==> config.mk <==
export PLATFORM = sky130hd
export DESIGN_NAME = rgb_led_effect_sequencer_core
export DESIGN_NICKNAME = d
export VERILOG_FILES = /design/src/rtl/rlse_pkg.sv /design/src/rtl/rlse_chan.sv /design/src/rtl/rgb_led_effect_sequencer_core.sv
export SDC_FILE = /design/constraint.sdc
export NUM_CORES = 1
export LEC_CHECK = 0
export BUFFER_PORTS_ARGS = -buffer_cell sky130_fd_sc_hd__buf_4
export CORE_ASPECT_RATIO = 1.5
export CORE_UTILIZATION = 55
export DETAILED_ROUTE_END_ITERATION = 10
export GPL_TIMING_DRIVEN = 0
export PLACE_DENSITY_LB_ADDON = 0.2
export SYNTH_ARGS = -nofsm -noshare
export SYNTH_HDL_FRONTEND = slang
export SYNTH_SLANG_ARGS = --single-unit
==> constraint.sdc <==
create_clock -name clk_i -period 12.7 [get_ports clk_i]
set_clock_uncertainty 0.2 [all_clocks]
set_input_delay 1.27 -clock clk_i [delete_from_list [all_inputs] [get_ports clk_i]]
set_output_delay 1.27 -clock clk_i [all_outputs]
set_load 0.1 [all_outputs]
==> src/rtl/rlse_pkg.sv <==
// Package for the RGB LED effect sequencer: level and step types, phase and
// mode codes, the demo colour table and the small helpers for fade arithmetic.
// No dependencies.
package rlse_pkg;

  localparam int unsigned LVL_W  = 10;
  localparam int unsigned STP_W  = 3;
  localparam int unsigned BYTE_W = 8;
  localparam int unsigned TPS_W  = 16;
  localparam int unsigned CHANS  = 3;

  localparam logic [LVL_W-1:0]  LVL_MAX   = {LVL_W{1'b1}};
  localparam logic [TPS_W-1:0]  TPS_RESET = 16'd100;
  localparam logic [2:0]        DEMO_COLORS = 3'd6;

  localparam logic KIND_CMD  = 1'b0;
  localparam logic KIND_TICK = 1'b1;

  localparam logic [BYTE_W-1:0] MODE_GLOW  = 8'd0;
  localparam logic [BYTE_W-1:0] MODE_BLINK = 8'd1;
  localparam logic [BYTE_W-1:0] MODE_FADE  = 8'd2;
  localparam logic [BYTE_W-1:0] MODE_DEMO  = 8'd255;

  typedef enum logic [2:0] {
    PH_IDLE,
    PH_GLOW,
    PH_BLINK_ON,
    PH_BLINK_OFF,
    PH_FADE_UP,
    PH_FADE_DOWN
  } phase_e;

  typedef logic [LVL_W-1:0]  lvl_t;
  typedef logic [STP_W-1:0]  stp_t;
  typedef lvl_t [CHANS-1:0]  lvl_vec_t;
  typedef stp_t [CHANS-1:0]  stp_vec_t;
  typedef logic [CHANS-1:0][BYTE_W-1:0] rgb_t;

  typedef struct packed {
    lvl_t up;
    lvl_t dn;
  } ramp_t;

  typedef struct packed {
    phase_e      phase;
    lvl_vec_t    lvl;
    lvl_vec_t    tgt;
    stp_vec_t    stp;
    logic [7:0]  rep;
    logic [2:0]  idx;
    logic [7:0]  passes;
  } fx_t;

  function automatic lvl_t byte_to_level(logic [BYTE_W-1:0] b);
    return {b, 2'b00};
  endfunction

  // Level divided by 192 for levels up to 1020: (level / 64) * 11 / 32.
  function automatic stp_t fade_step(lvl_t l);
    logic [7:0] p;
    p = 8'(l[LVL_W-1:6]) * 8'd11;
    return p[7:5];
  endfunction

  function automatic rgb_t demo_rgb(logic [2:0] idx);
    rgb_t c;
    case (idx)
      3'd1:    begin c[0] = 8'hff; c[1] = 8'hff; c[2] = 8'h00; end
      3'd2:    begin c[0] = 8'h00; c[1] = 8'hff; c[2] = 8'h00; end
      3'd3:    begin c[0] = 8'h00; c[1] = 8'hff; c[2] = 8'hff; end
      3'd4:    begin c[0] = 8'h00; c[1] = 8'h00; c[2] = 8'hff; end
      3'd5:    begin c[0] = 8'hff; c[1] = 8'h00; c[2] = 8'hff; end
      default: begin c[0] = 8'hff; c[1] = 8'h00; c[2] = 8'h00; end
    endcase
    return c;
  endfunction

  function automatic logic any_up(lvl_vec_t lvl, lvl_vec_t tgt, stp_vec_t stp);
    logic r;
    r = 1'b0;
    for (int c = 0; c < CHANS; c++) begin
      if (stp[c] != '0 && lvl[c] < tgt[c]) r = 1'b1;
    end
    return r;
  endfunction

  function automatic logic any_dn(lvl_vec_t lvl, stp_vec_t stp);
    logic r;
    r = 1'b0;
    for (int c = 0; c < CHANS; c++) begin
      if (stp[c] != '0 && lvl[c] > lvl_t'(stp[c])) r = 1'b1;
    end
    return r;
  endfunction

endpackage

==> src/rtl/rlse_chan.sv <==
// One colour channel of the fade ramp: the next level for a step up, with
// saturation, and for a step down. Depends on rlse_pkg.
module rlse_chan import rlse_pkg::*; (
  input  lvl_t  tgt_i,
  input  stp_t  stp_i,
  input  lvl_t  lvl_i,
  output ramp_t ramp_o
);

  logic [LVL_W:0] sum;

  assign sum = {1'b0, lvl_i} + (LVL_W+1)'(stp_i);

  always_comb begin
    ramp_o.up = lvl_i;
    if (stp_i != '0 && lvl_i < tgt_i) begin
      ramp_o.up = sum[LVL_W] ? LVL_MAX : sum[LVL_W-1:0];
    end
    ramp_o.dn = (lvl_i >= lvl_t'(stp_i)) ? lvl_i - lvl_t'(stp_i) : lvl_i;
  end

endmodule

==> src/rtl/rgb_led_effect_sequencer_core.sv <==
// Top level of the RGB LED effect sequencer: input register, effect state,
// result register. Depends on rlse_pkg and rlse_chan.
//
// Usage: the input channel carries one beat per command or per 10 ms tick,
// selected by kind_i. A command starts glow, blink, fade or demo with the given
// colour and count; a command that arrives while an effect runs is dropped and
// flagged by rejected_o. Every input beat yields exactly one output beat with
// the current red, green and blue levels and the busy flag.
// The user must write the tick rate per second through cfg_we_i / cfg_wdata_i
// only while the block is idle; the block itself does not enforce this. A value
// of zero acts as one. An accepted beat is held in the input register, and its
// result is then held in the result register. Throughput is one beat per cycle
// while the receiver keeps out_ready_i high, set by the single pass of compare
// and add logic per channel.
// Reset clears the effect state to idle with all levels zero and sets the
// tick rate to 100. When the receiver stalls, the result register holds its
// beat and the input register still takes one more beat; after that
// in_ready_o falls until out_ready_i returns.
module rgb_led_effect_sequencer_core import rlse_pkg::*; (
  input  logic              clk_i,
  input  logic              rst_ni,
  input  logic              cfg_we_i,
  input  logic [TPS_W-1:0]  cfg_wdata_i,
  input  logic              in_valid_i,
  output logic              in_ready_o,
  input  logic              kind_i,
  input  logic [BYTE_W-1:0] red_in_i,
  input  logic [BYTE_W-1:0] green_in_i,
  input  logic [BYTE_W-1:0] blue_in_i,
  input  logic [BYTE_W-1:0] mode_in_i,
  input  logic [BYTE_W-1:0] count_in_i,
  output logic              out_valid_o,
  input  logic              out_ready_i,
  output logic [LVL_W-1:0]  red_level_o,
  output logic [LVL_W-1:0]  green_level_o,
  output logic [LVL_W-1:0]  blue_level_o,
  output logic              busy_res_o,
  output logic              rejected_o
);

  logic              s1_valid_q;
  logic              kind_q;
  rgb_t              rgb_q;
  logic [BYTE_W-1:0] mode_q;
  logic [BYTE_W-1:0] count_q;

  logic [TPS_W-1:0]  tps_q;
  lvl_vec_t          tgt_q, tgt_d;
  stp_vec_t          stp_q, stp_d;
  lvl_vec_t          lvl_q, lvl_d;
  phase_e            phase_q, phase_d;
  logic [7:0]        rep_q, rep_d;
  logic [2:0]        idx_q, idx_d;
  logic [7:0]        passes_q, passes_d;
  logic [TPS_W-1:0]  cnt_q, cnt_d;

  logic              out_valid_q;
  lvl_vec_t          res_lvl_q;
  logic              res_busy_q;
  logic              res_rej_q;

  logic              adv;
  logic              step_en;
  logic              rej;
  logic [TPS_W-1:0]  reload;
  ramp_t [CHANS-1:0] ramp;

  function automatic fx_t fx_settle(fx_t s);
    fx_t        r;
    logic [7:0] rep_n;
    logic [2:0] idx_n;
    logic [7:0] pass_n;
    rgb_t       c;
    r = s;
    if (r.phase == PH_FADE_UP && !any_up(r.lvl, r.tgt, r.stp)) begin
      r.phase = PH_FADE_DOWN;
    end
    if (r.phase == PH_FADE_DOWN && !any_dn(r.lvl, r.stp)) begin
      rep_n = (r.rep != '0) ? r.rep - 8'd1 : '0;
      // With every step zero the ramps finish at once, so all repeats go.
      if (r.stp == '0) rep_n = '0;
      r.rep = rep_n;
      if (rep_n != '0) begin
        r.phase = PH_FADE_UP;
      end else begin
        r.lvl = '0;
        if (r.passes == '0) begin
          r.phase = PH_IDLE;
        end else begin
          idx_n  = r.idx + 3'd1;
          pass_n = r.passes;
          if (idx_n >= DEMO_COLORS) begin
            idx_n  = '0;
            pass_n = pass_n - 8'd1;
          end
          r.idx    = idx_n;
          r.passes = pass_n;
          if (pass_n == '0) begin
            r.phase = PH_IDLE;
          end else begin
            c = demo_rgb(idx_n);
            for (int k = 0; k < CHANS; k++) begin
              r.tgt[k] = byte_to_level(c[k]);
              r.stp[k] = fade_step(r.tgt[k]);
            end
            r.rep   = 8'd1;
            r.phase = PH_FADE_UP;
          end
        end
      end
    end
    return r;
  endfunction

  assign adv        = !out_valid_q || out_ready_i;
  assign in_ready_o = !s1_valid_q || adv;
  assign step_en    = s1_valid_q && adv;
  assign reload     = (tps_q == '0) ? TPS_W'(1) : tps_q;

  for (genvar g = 0; g < CHANS; g++) begin : g_chan
    rlse_chan u_chan (
      .tgt_i  (tgt_q[g]),
      .stp_i  (stp_q[g]),
      .lvl_i  (lvl_q[g]),
      .ramp_o (ramp[g])
    );
  end

  always_comb begin
    fx_t              fx;
    lvl_vec_t         new_tgt;
    logic [TPS_W-1:0] cnt_dec;
    logic [7:0]       rep_dec;
    rgb_t             c;

    tgt_d    = tgt_q;
    stp_d    = stp_q;
    lvl_d    = lvl_q;
    phase_d  = phase_q;
    rep_d    = rep_q;
    idx_d    = idx_q;
    passes_d = passes_q;
    cnt_d    = cnt_q;
    rej      = 1'b0;

    fx.phase  = phase_q;
    fx.lvl    = lvl_q;
    fx.tgt    = tgt_q;
    fx.stp    = stp_q;
    fx.rep    = rep_q;
    fx.idx    = idx_q;
    fx.passes = passes_q;

    cnt_dec = (cnt_q != '0) ? cnt_q - TPS_W'(1) : '0;
    rep_dec = (rep_q != '0) ? rep_q - 8'd1 : '0;
    for (int k = 0; k < CHANS; k++) begin
      new_tgt[k] = byte_to_level(rgb_q[k]);
    end
    c = demo_rgb(3'd0);

    if (kind_q == KIND_TICK) begin
      case (phase_q)
        PH_GLOW, PH_BLINK_ON, PH_BLINK_OFF: begin
          cnt_d = cnt_dec;
          if (cnt_dec == '0) begin
            cnt_d = reload;
            if (phase_q == PH_BLINK_ON) begin
              lvl_d   = '0;
              phase_d = PH_BLINK_OFF;
            end else begin
              rep_d = rep_dec;
              if (rep_dec == '0) begin
                lvl_d   = '0;
                phase_d = PH_IDLE;
                cnt_d   = '0;
              end else if (phase_q == PH_BLINK_OFF) begin
                lvl_d   = tgt_q;
                phase_d = PH_BLINK_ON;
              end
            end
          end
        end
        PH_FADE_UP, PH_FADE_DOWN: begin
          for (int k = 0; k < CHANS; k++) begin
            fx.lvl[k] = (phase_q == PH_FADE_UP) ? ramp[k].up : ramp[k].dn;
          end
          fx       = fx_settle(fx);
          phase_d  = fx.phase;
          lvl_d    = fx.lvl;
          tgt_d    = fx.tgt;
          stp_d    = fx.stp;
          rep_d    = fx.rep;
          idx_d    = fx.idx;
          passes_d = fx.passes;
        end
        default: begin
        end
      endcase
    end else if (phase_q != PH_IDLE) begin
      rej = 1'b1;
    end else begin
      tgt_d    = new_tgt;
      passes_d = '0;
      case (mode_q)
        MODE_GLOW: begin
          if (count_q == '0) begin
            lvl_d = '0;
          end else begin
            lvl_d   = new_tgt;
            rep_d   = count_q;
            cnt_d   = reload;
            phase_d = PH_GLOW;
          end
        end
        MODE_BLINK: begin
          if (count_q != '0) begin
            lvl_d   = new_tgt;
            rep_d   = count_q;
            cnt_d   = reload;
            phase_d = PH_BLINK_ON;
          end
        end
        MODE_FADE: begin
          for (int k = 0; k < CHANS; k++) begin
            stp_d[k] = fade_step(new_tgt[k]);
          end
          if (count_q == '0) begin
            lvl_d = '0;
          end else begin
            fx.tgt    = new_tgt;
            fx.stp    = stp_d;
            fx.rep    = count_q;
            fx.passes = '0;
            fx.phase  = PH_FADE_UP;
            fx        = fx_settle(fx);
            phase_d   = fx.phase;
            lvl_d     = fx.lvl;
            tgt_d     = fx.tgt;
            stp_d     = fx.stp;
            rep_d     = fx.rep;
            idx_d     = fx.idx;
            passes_d  = fx.passes;
          end
        end
        MODE_DEMO: begin
          if (count_q != '0) begin
            for (int k = 0; k < CHANS; k++) begin
              fx.tgt[k] = byte_to_level(c[k]);
              fx.stp[k] = fade_step(fx.tgt[k]);
            end
            fx.rep    = 8'd1;
            fx.idx    = '0;
            fx.passes = count_q;
            fx.phase  = PH_FADE_UP;
            fx        = fx_settle(fx);
            phase_d   = fx.phase;
            lvl_d     = fx.lvl;
            tgt_d     = fx.tgt;
            stp_d     = fx.stp;
            rep_d     = fx.rep;
            idx_d     = fx.idx;
            passes_d  = fx.passes;
          end
        end
        default: begin
        end
      endcase
    end
  end

  always_ff @(posedge clk_i or negedge rst_ni) begin
    if (!rst_ni) begin
      s1_valid_q  <= 1'b0;
      out_valid_q <= 1'b0;
      tps_q       <= TPS_RESET;
      tgt_q       <= '0;
      stp_q       <= '0;
      lvl_q       <= '0;
      phase_q     <= PH_IDLE;
      rep_q       <= '0;
      idx_q       <= '0;
      passes_q    <= '0;
      cnt_q       <= '0;
    end else begin
      if (cfg_we_i) begin
        tps_q <= cfg_wdata_i;
      end
      if (in_ready_o) begin
        s1_valid_q <= in_valid_i;
      end
      if (adv) begin
        out_valid_q <= s1_valid_q;
      end
      if (step_en) begin
        tgt_q    <= tgt_d;
        stp_q    <= stp_d;
        lvl_q    <= lvl_d;
        phase_q  <= phase_d;
        rep_q    <= rep_d;
        idx_q    <= idx_d;
        passes_q <= passes_d;
        cnt_q    <= cnt_d;
      end
    end
  end

  always_ff @(posedge clk_i) begin
    if (in_ready_o && in_valid_i) begin
      kind_q   <= kind_i;
      rgb_q[0] <= red_in_i;
      rgb_q[1] <= green_in_i;
      rgb_q[2] <= blue_in_i;
      mode_q   <= mode_in_i;
      count_q  <= count_in_i;
    end
    if (step_en) begin
      res_lvl_q  <= lvl_d;
      res_busy_q <= (phase_d != PH_IDLE);
      res_rej_q  <= rej;
    end
  end

  assign out_valid_o   = out_valid_q;
  assign red_level_o   = res_lvl_q[0];
  assign green_level_o = res_lvl_q[1];
  assign blue_level_o  = res_lvl_q[2];
  assign busy_res_o    = res_busy_q;
  assign rejected_o    = res_rej_q;

  a_rej_busy: assert property (@(posedge clk_i) disable iff (!rst_ni)
    out_valid_o && rejected_o |-> busy_res_o)
    else $error("rejected beat reported while not busy");

  a_idle_dark: assert property (@(posedge clk_i) disable iff (!rst_ni)
    phase_q == PH_IDLE |-> lvl_q == '0)
    else $error("levels not zero while idle");

  a_fade_steps: assert property (@(posedge clk_i) disable iff (!rst_ni)
    (phase_q == PH_FADE_UP || phase_q == PH_FADE_DOWN) |-> stp_q != '0)
    else $error("fade running with all steps zero");

  a_timer_live: assert property (@(posedge clk_i) disable iff (!rst_ni)
    (phase_q == PH_GLOW || phase_q == PH_BLINK_ON || phase_q == PH_BLINK_OFF)
      |-> cnt_q != '0)
    else $error("tick countdown empty during glow or blink");

  a_stall_hold: assert property (@(posedge clk_i) disable iff (!rst_ni)
    out_valid_o && !out_ready_i |=> $stable(lvl_q) && $stable(phase_q))
    else $error("effect state advanced while the result was stalled");

endmodule

==> results of run 1 <==
-- report_power, final --
group / internal, mW / switching (mW) / leakage [nW]
clock network: 0.282 / 0.263 / 0.288
registers: 0.751 / 0.118 / 2.19
logic: 0.560 / 1.01 / 4.51
-- registers in the layout, summed over array words and instances, names as in the netlist, 10 cells and up --
signal	cells
rgb_q	24
green_level_o	10
tps_q	16
red_level_o	10
lvl_q	30
cnt_q	16
blue_level_o	10
tgt_q	24
-- cells in the final DEF, fill, tap and decap left out, drive strengths merged, types with 27 or more instances in the layout --
master,count
ha,144
nand2,132
inv,118
dfrtp,116
buf,110
nor2,107
o21ai,105
clkbuf,103
a21oi,92
edfxtp,73
nand3,51
nor3,50
a211oi,40
a21o,31
mux2,31
a221oi,30
nor4,27
-- layout make-up --
cell class,count,area (um^2)
plain buffers,96,392
fillers,2350,9880
multi-input cells,1289,9120
well taps,337,422
clock inverters,12,108
inverters,111,417
clock buffers,20,479
repair buffers,97,777
flip-flops and latches,192,5170
-- how the worst max path moves through the flow --
stage | start | to
2_1_floorplan | rgb_q[14]$_DFFE_PP_ | green_level_o[5]$_DFFE_PP_
3_3_place_gp | rgb_q[14]$_DFFE_PP_ | red_level_o[9]$_DFFE_PP_
3_5_place_dp | rgb_q[14]$_DFFE_PP_ | green_level_o[3]$_DFFE_PP_
4_1_cts | rgb_q[14]$_DFFE_PP_ | red_level_o[7]$_DFFE_PP_
5_1_grt | rgb_q[14]$_DFFE_PP_ | red_level_o[7]$_DFFE_PP_
6_report | phase_q[0]$_DFFE_PN0P_ | lvl_q[18]$_DFFE_PN0P_
-- cells by family after synthesis --
| logic type | after synthesis | share of synthesized area (%) |
|---|---|---|
| adders and majority gates | 151 | 12.9 |
| buffers and inverters | 207 | 5.35 |
| muxes | 33 | 2.45 |
| DFF | 192 | 34.3 |
| xor gates and xnor gates | 22 | 1.28 |
| AOI/OAI and AO/OA | 533 | 24.7 |
| and+or+nand+nor | 550 | 19.1 |
-- metal layers --
metal	GRT usage [%]	vias up
li1	-	6628
met1	41.6	6956
met2	62.9	789
met3	7.55	234
met4	26.5	0
met5	0	-
-- worst max-delay path: cells and delay by family, from the launching register on --
family	cells	cell delay, ns
compound gates	7	2.37
fa+ha+maj	1	0.40
flops	1	0.38
buf+inv	5	1.85
simple gates	5	1.81
-- cell usage after synthesis (8+ instances only) --
cell         n  area, um^2
inv_1      110         413
o21a_1      15         113
and3_1      17         106
clkbuf_1    83         312
a21oi_1     92         460
mux2_2      31         349
o22ai_1     15        93.8
or2_2       10        62.6
nand2b_1    22         138
nor2_1     105         394
a22o_1      15         131
ha_1       144        1800
o211ai_1    23         173
a221oi_1    30         263
a32oi_1      9        78.8
a31oi_1     22         138
nand3_1     51         255
or4_1       16         120
nor3b_1      9        67.6
and2_1      22         138
a22oi_1     22         165
nor3_1      47         235
edfxtp_1    73        2190
a211o_1      9        78.8
a211oi_1    39         293
or3_1       17         106
dfrtp_1    116        2900
o2bb2ai_1    8        70.1
nand2_1    132         495
nor2b_1     14        87.6
nand4_1     23         144
a21o_1      31         233
xnor2_1     17         149
nor4_1      26         163
o21ai_0     98         490
a2bb2oi_1   26         228
-- per-stage QoR --
| stage | utilization (%) | instances |
|---|---|---|
| after floorplan | - | 1688 |
| after global placement | 60.6 | 2119 |
| after detailed placement | 60.9 | 2122 |
| after CTS | 63.1 | 2154 |
| after global routing | 63.1 | 2154 |
| final | 63.1 | 2154 |
==> summary.md, run 1 <==
| Metric | Value |
|---|---|
| Status | `complete, no violations` |
| Worst Hold Slack | `0.302 ns` |
| Routability cong. | `0.974` |
| Flip-flop and latch count after synthesis | `192` |
| Initial core utilization | `between 50 and 60%` |
| Worst Hold Path EP | `idx_q[2]$_DFFE_PN0P_` |
| Final period util | `~56%` |
| Post-CTS Setup Inserts | `0` |
| Final WL | `50500 um` |
| Sequential area share after synthesis | `roughly a third` |
| Vias | `14600` |
| Avg Inst Size Synth | `between 8 and 9 um^2` |
| Pwr per Cell Area | `177 nW/um^2` |
| Worst min-delay path startpoint | `idx_q[2]$_DFFE_PN0P_` |
| Pre-CTS WS | `~5.9 ns` |
| Buffers added on ports | `94` |
| First-pass GRT wire length | `about 80000 um` |
| Power consumption | `2.99 mW` |
| Asr flop ratio synth | `about three fifths` |
| Vias per Instance | `between 6 and 7` |
| Post-layout net count | `2017` |
| Post-route setup slack | `between 5 and 6 ns` |
| Final setup fails | `0` |
| Arrival @ worst endpoint | `between 7 and 8 ns` |
| CP max FO | `10` |
| Clock sinks | `between 150 and 200` |
| Leak | `roughly 7 nW` |
| Area post-placement | `roughly 16000 um^2` |
| Inserted Diodes | `0` |
| CTS Buf Count | `17` |
| Hold Path Class | `flip-flop to flip-flop` |
| Final Critical Period | `~7.1 ns` |
| Clock-pin slew on the worst setup and hold paths | `0.08 ns` |
| Max Fclk | `between 100 and 150 MHz` |
| Ys flop type | `dfrtp_1` |
| Final Instance Area | `between 15000 and 20000 um^2` |
| Max clock buf depth | `2` |
| WL met1 | `about 18000 um` |
| Row cnt | `73` |
| Vias in the first global route | `14300` |
| Post-route DRC | `0` |
| Number of synthesized flops with an enable pin | `73` |
| Die Y-Extent | `205 um` |
| Worst relative slew slack | `under 10%` |
| CP cell instances | `buf_6 > nor3b_1 > clkbuf_1 > clkbuf_1 > nand4_1 > a211oi_1 > ha_1 > o211a_1 > o2111ai_1 > nand4_1 > a31o_2 > and2_1 > a41oi_1 > and2_1 > buf_2 > buf_2 > a22oi_1 > o21ai_0` |
| Maximum VDD drop | `about 0.12 mV` |
| Top routing layer in use | `met4` |
| Die X | `137 um` |
| Required @ worst endpoint | `about 13 ns` |
| Yosys cell types | `96` |
| Syn nets | `1901` |
| Routed wire per std cell | `23.5 um` |
| Metal3 WL | `approximately 3900 um` |
| Pin count of the biggest net entering global routing | `95` |
| Worst Path Class, Setup | `flip-flop to flip-flop` |
| WL met2 | `24500 um` |
| RR Endpoint | `lvl_q[18]$_DFFE_PN0P_` |
| Post-CTS Hold Fix Bufs | `0` |
| R2R depth | `18` |
| Final TNS setup | `0 ns` |
| Worst R2R Setup Slack | `~5.6 ns` |
| CTS H-Tree Depth | `4` |
| Worst R2R Start | `phase_q[0]$_DFFE_PN0P_` |
| Final hold vios | `0` |
| CTS tree | `built` |
| Iteration count of the initial detailed-routing pass | `6` |
| Crit start category | `flip-flop` |
| Die area | `around 28000 um^2` |
| Synthesis-to-finish area growth | `11.8%` |
| Max-cap violation count | `0` |
| Initial antenna violation count | `0` |
| Max-slew violations | `0` |
| GRT Overall Usage | `~37%` |
| Antenna Nets Post-Route | `0` |
| CP max-delay cell | `nor3b_1` |
| Synth warn | `0` |
| Post-DP HPWL | `roughly 40000 um` |
| Core area | `26800 um^2` |
| RSZ-0062 raised after global routing | `no` |
| Delay of the slowest critical-path stage | `1.00 ns` |
| Post-Syn Area | `approximately 15000 um^2` |
| Least-Margin Pin Slew | `between 1 and 1.5 ns` |
| Clock Latency Late Sink | `roughly 0.46 ns` |
| Post-CTS Resized | `0` |
| Worst setup EP type | `flip-flop` |
| Hold path depth | `1` |
| Initial DRC Count | `about 1500` |
| Gr ovfl total | `0` |
| Total I/O pin count | `96` |
| Share of layout cells above drive strength 1 | `11.8%` |
| Root buf cell | `clkbuf_16` |
| Gate count of the mapped netlist | `around 1700` |
No activity file was read; power rests on OpenSTA's default activity.
==> run 2: changes to the inputs <==
- clock period: 12.7 -> 6.1 ns (I/O delays scaled with it)
==> summary.md, run 2 (synthesis gave the netlist of run 1 again) <==
| Metric | Value |
|---|---|
| Routed wire per std cell | `23.5 um` |
| Vias in the first global route | `roughly 14000` |
| Final period util | `slightly below 100%` |
| Worst Hold Slack | `between 0.1 and 0.15 ns` |
| Vias per Instance | `between 6 and 7` |
| Largest Register | `lvl_q` |
| Commonest non-fill, non-tap cell in the layout | `ha_1` |
| Antenna Nets Post-Route | `0` |
| Total I/O pin count | `96` |
| GRT Overall Usage | `a little under two fifths` |
| Least-Margin Pin Slew | `between 1 and 1.5 ns` |
| Inserted Diodes | `0` |
| First-pass GRT wire length | `a little under 80000 um` |
| Initial core utilization | `between 50% and 60%` |
| Share of layout cells above drive strength 1 | `around an eighth` |
| Worst Path Class, Setup | `flip-flop to flip-flop` |
| Max-cap violation count | `0` |
| Post-layout net count | `between 2000 and 2500` |
| Routability cong. | `0.974` |
| Clock sinks | `~190` |
| Post-DP HPWL | `between 30000 and 40000 um` |
| Final Critical Period | `between 5 and 6 ns` |
| Final hold vios | `0` |
| CTS Buf Count | `17` |
| Die area | `around 28000 um^2` |
| Root buf cell | `clkbuf_16` |
| Max clock buf depth | `2` |
| Max reg flops | `30` |
| Worst path most repeated cell | `ha_1` |
| Crit start category | `flip-flop` |
| Final setup fails | `0` |
| Largest registers | `lvl_q (30), rgb_q (24), tgt_q (24)` |
| Final WL | `50800 um` |
| CTS H-Tree Depth | `4` |
| CP max-delay cell | `a211o_4` |
| Final Util | `a little under two thirds` |
| Post-route DRC | `0` |
| Pin count of the biggest net entering global routing | `95` |
| Worst relative slew slack | `2.19%` |
| Clock-pin slew on the worst setup and hold paths | `about 0.08 ns` |
| Required @ worst endpoint | `between 6 and 7 ns` |
| Delay of the slowest critical-path stage | `0.43 ns` |
| Die X | `between 100 and 150 um` |
| Initial antenna violation count | `0` |
| Initial DRC Count | `approximately 1500` |
| RSZ-0062 raised after global routing | `yes` |
| Status | `complete, no violations` |
| Synthesis-to-finish area growth | `12.9%` |
| Die Y-Extent | `between 200 and 250 um` |
| Hold Path Class | `input port to flip-flop` |
| Core area | `between 20000 and 30000 um^2` |
| Leak | `7.05 nW` |
| Arrival @ worst endpoint | `6.04 ns` |
| Iteration count of the initial detailed-routing pass | `8` |
| Clock Latency Late Sink | `approximately 0.46 ns` |
| Max-slew violations | `0` |
| Row cnt | `73` |
| Max Fclk | `170 MHz` |
| CP cell instances | `ha_1 > ha_1 > ha_1 > a41o_1 > a21oi_1 > nor2b_1 > nor2_1 > xnor2_2 > ha_1 > nor2b_1 > o21ai_0 > a32oi_1 > or3_1 > a211oi_2 > nand4_1 > o21bai_2 > a211o_4 > buf_2 > a221oi_1 > o22ai_2 > mux2_2` |
| CP max FO | `10` |
| Buffers added on ports | `between 90 and 100` |
| Pwr per Cell Area | `approximately 370 nW/um^2` |
| Worst setup EP type | `flip-flop` |
| Gr ovfl total | `0` |
| Maximum VDD drop | `~0.26 mV` |
| Commonest non-fill, non-tap cells in the layout | `ha_1 (144), nand2_1 (132), dfrtp_1 (116)` |
| Final TNS setup | `0 ns` |
| Vias | `~15000` |
| CTS tree | `built` |
run 2: cell count changes in the layout (fill, tap and decap cells not counted), sizes merged:
cell	change
clkbuf	-3
dlygate4sd3	+1
buf	+6
run 2: routing by layer:
layer | vias up | part of all wire [%] | global-route usage (%)
li1 | 6653 | - | -
met1 | 6949 | 36 | 41.2
met4 | 0 | 7.4 | 26.5
met5 | - | 0 | 0
met2 | 801 | 49 | 63.1
met3 | 235 | 7.8 | 8.07
run 2: worst paths after layout:
kind	startpoint	to	slack, ns	cells past startpoint
min in group asynchronous	rst_ni	rep_q[5]$_DFFE_PN0P_	0.39	2
max in group asynchronous	rst_ni	lvl_q[21]$_DFFE_PN0P_	4.49	3
min reg2reg	idx_q[2]$_DFFE_PN0P_	idx_q[2]$_DFFE_PN0P_	0.30	1
max	rgb_q[12]$_DFFE_PP_	lvl_q[29]$_DFFE_PN0P_	0.20	21
max reg2reg	rgb_q[12]$_DFFE_PP_	lvl_q[29]$_DFFE_PN0P_	0.20	21
min	count_in_i[1]	count_q[1]$_DFFE_PP_	0.12	1
run 2: cell type report:
cell class | instances | area, um^2
clock inverter | 12 | 108
multi-input combinational | 1289 | 9240
sequential | 192 | 5170
timing repair buffer | 102 | 817
clock buffer | 20 | 479
buffer | 95 | 395
inverter | 111 | 417
tap | 337 | 422
fill | 2337 | 9710
run 2: worst max-delay path: cells and delay by family, from the launching register on:
family	cells	cell delay, ns
AND/OR/NAND/NOR	5	0.95
multiplexers	1	0.29
flip-flops	1	0.42
XOR/XNOR	1	0.22
buffers and inverters	1	0.24
AO/OA/AOI/OAI	9	2.23
adder cells (fa/ha/maj)	4	1.21
run 2: power by group:
part | internal (mW) | leakage, nW | switching, mW
Combinational | 1.19 | 4.57 | 2.14
Sequential | 1.56 | 2.19 | 0.244
Clock | 0.587 | 0.288 | 0.550
Total | 3.34 | 7.05 | 2.94
run 2: metrics by stage:
step | cells | cell area [um^2] | total power, mW | worst slack, ns
6_report | 2158 | 17000 | 6.27 | 0.201
5_1_grt | 2158 | 17000 | 6.64 | -0.00417
4_1_cts | 2157 | 17000 | 6.17 | 0.0394
3_5_place_dp | 2122 | 16300 | 5.03 | -0.671
3_3_place_gp | 2119 | 16200 | 4.96 | -0.600
2_1_floorplan | 1688 | 15100 | 4.09 | 0.940
run 2: repair_timing:
item / 4_1_cts / 5_1_grt
endpoints found under the hold margin: 25 / 0
setup buffers: 2 / 2
hold buffers: 1 / 0
setup endpoints to repair: 105 / 107
gates resized for setup: 10 / 25
==> run 3: changes to the inputs <==
- CORE_ASPECT_RATIO: 1.5 -> not set
- PLACE_DENSITY: not set -> 0.84
- PLACE_DENSITY_LB_ADDON: 0.2 -> not set
==> summary.md, run 3 (synthesis gave the netlist of run 1 again) <==
| Metric | Value |
|---|---|
| Status | `complete, no violations` |
| Least-Margin Pin Slew | `1.17 ns` |
| GRT Overall Usage | `a little over a third` |
| Final WL | `~50000 um` |
| First-pass GRT wire length | `76900 um` |
| RSZ-0062 raised after global routing | `yes` |
| Share of layout cells above drive strength 1 | `between 10% and 20%` |
| Post-DP HPWL | `36600 um` |
| Final setup fails | `0` |
| CTS tree | `built` |
| Routed wire per std cell | `around 23 um` |
| Hold Path Class | `input port to flip-flop` |
| Worst Path Class, Setup | `flip-flop to flip-flop` |
| Clock sinks | `192` |
| Worst R2R Setup Slack | `0.1 ns` |
| Die Y-Extent | `168 um` |
| Worst Hold Slack | `0.125 ns` |
| Post-route setup slack | `0.0976 ns` |
| Die X | `around 170 um` |
| Final period util | `between 90 and 100%` |
| Worst setup EP type | `flip-flop` |
| Vias | `between 10000 and 15000` |
| Max-slew violations | `0` |
| Commonest non-fill, non-tap cells in the layout | `ha_1 (144), nand2_1 (132), dfrtp_1 (116)` |
| Pwr per Cell Area | `approximately 370 nW/um^2` |
| Root buf cell | `clkbuf_16` |
| Vias in the first global route | `about 14000` |
| Max clock buf depth | `2` |
| CTS Buf Count | `17` |
| Arrival @ worst endpoint | `6.15 ns` |
| Routability cong. | `between 1 and 1.5` |
| Final Critical Period | `around 6 ns` |
| Post-route DRC | `0` |
| Iteration count of the initial detailed-routing pass | `8` |
| Max Fclk | `approximately 170 MHz` |
| Initial DRC Count | `roughly 1800` |
| Vias per Instance | `6.85` |
| Antenna Nets Post-Route | `0` |
| Row cnt | `60` |
| Power consumption | `about 6.3 mW` |
| Crit start category | `flip-flop` |
| Pin count of the biggest net entering global routing | `64` |
| Final Util | `63.4%` |
| Clock-pin slew on the worst setup and hold paths | `0.08 ns` |
| Largest Register | `lvl_q` |
| CTS H-Tree Depth | `4` |
| Max-cap violation count | `0` |
| Initial core utilization | `approximately 56%` |
| Required @ worst endpoint | `about 6.2 ns` |
| Leak | `7.08 nW` |
| Total I/O pin count | `96` |
| Max reg flops | `30` |
| Post-layout net count | `between 2000 and 2500` |
| Synthesis-to-finish area growth | `13.3%` |
| Commonest non-fill, non-tap cell in the layout | `ha_1` |
| Maximum VDD drop | `about 0.18 mV` |
| Pre-CTS WS | `-0.569 ns` |
| Core area | `between 20000 and 30000 um^2` |
| Die area | `approximately 28000 um^2` |
| Initial antenna violation count | `1` |
| Final hold vios | `0` |
| Buffers added on ports | `94` |
| Largest registers | `lvl_q (30), rgb_q (24), tgt_q (24)` |
| Clock Latency Late Sink | `0.46 ns` |
| CP max FO | `10` |
| Gr ovfl total | `0` |
| Worst relative slew slack | `between 20% and 30%` |
==> run 3: worst max-delay path: stages, from the launching register on <==
cell and delay [ns]:
edfxtp_1 0.44, ha_1 0.32, ha_1 0.28, ha_1 0.30, a41o_1 0.24, a21oi_1 0.22
nor2b_1 0.07, nor2_1 0.16, xnor2_2 0.18, ha_1 0.31, nor2b_1 0.13, o21ai_0 0.19
a32oi_1 0.09, or3_1 0.34, a211oi_2 0.37, nand4_1 0.22, o21bai_2 0.32, a211o_4 0.44
buf_2 0.25, a221oi_2 0.33, o22ai_1 0.18, mux2_2 0.30
==> run 3: cell type report <==
| class | instances | area [um^2] |
|---|---|---|
| clock inverters | 13 | 138 |
| multi-input cells | 1289 | 9220 |
| well taps | 341 | 427 |
| diodes | 1 | 2.50 |
| flip-flops and latches | 192 | 5170 |
| inverters | 111 | 417 |
| plain buffers | 96 | 400 |
| fillers | 2220 | 9850 |
| clock buffers | 19 | 455 |
| repair buffers | 107 | 862 |
==> run 3: stage by stage <==
step | setup TNS, ns | cells | instance area, um^2
after floorplan | 0 | 1688 | 15100
after global placement | -7.32 | 2123 | 16200
after detailed placement | -11.92 | 2126 | 16300
after CTS | 0 | 2162 | 17000
after global routing | -0.0451 | 2168 | 17100
final | 0 | 2169 | 17100
==> run 3: final timing paths <==
kind / from / to / cells after the start
worst max-delay path: rgb_q[12]$_DFFE_PP_ / lvl_q[29]$_DFFE_PN0P_ / 21
worst min-delay path: green_in_i[7] / rgb_q[15]$_DFFE_PP_ / 1
worst max register to register: rgb_q[12]$_DFFE_PP_ / lvl_q[29]$_DFFE_PN0P_ / 21
worst min register to register: s1_valid_q$_DFFE_PN0N_ / out_valid_o$_DFFE_PN0P_ / 1
max in group asynchronous: rst_ni / tgt_q[2]$_DFFE_PN0P_ / 3
min in group asynchronous: rst_ni / lvl_q[23]$_DFFE_PN0P_ / 2
==> run 3: what timing repair did <==
action,4_1_cts,5_1_grt
buffers inserted,3,6
endpoints found under the setup margin,52,49
endpoints found under the hold margin,59,0
hold buffers,1,0
pin swaps,0,2
gates resized for setup,6,25
==> run 3: layer usage <==
metal / share of wire [%] / global-route usage (%) / wire length [um] / vias up
met3: 11 / 7.75 / 5290 / 211
met4: 5.6 / 20.1 / 2730 / 0
li1: - / - / - / 6663
met1: 40 / 45.9 / 19600 / 7035
met2: 44 / 53.5 / 21500 / 941
met5: 0 / 0 / 0 / -
==> run 3: power by group <==
part,internal [mW],switching (mW)
Sequential,1.56,0.242
Combinational,1.19,2.14
Clock,0.573,0.593
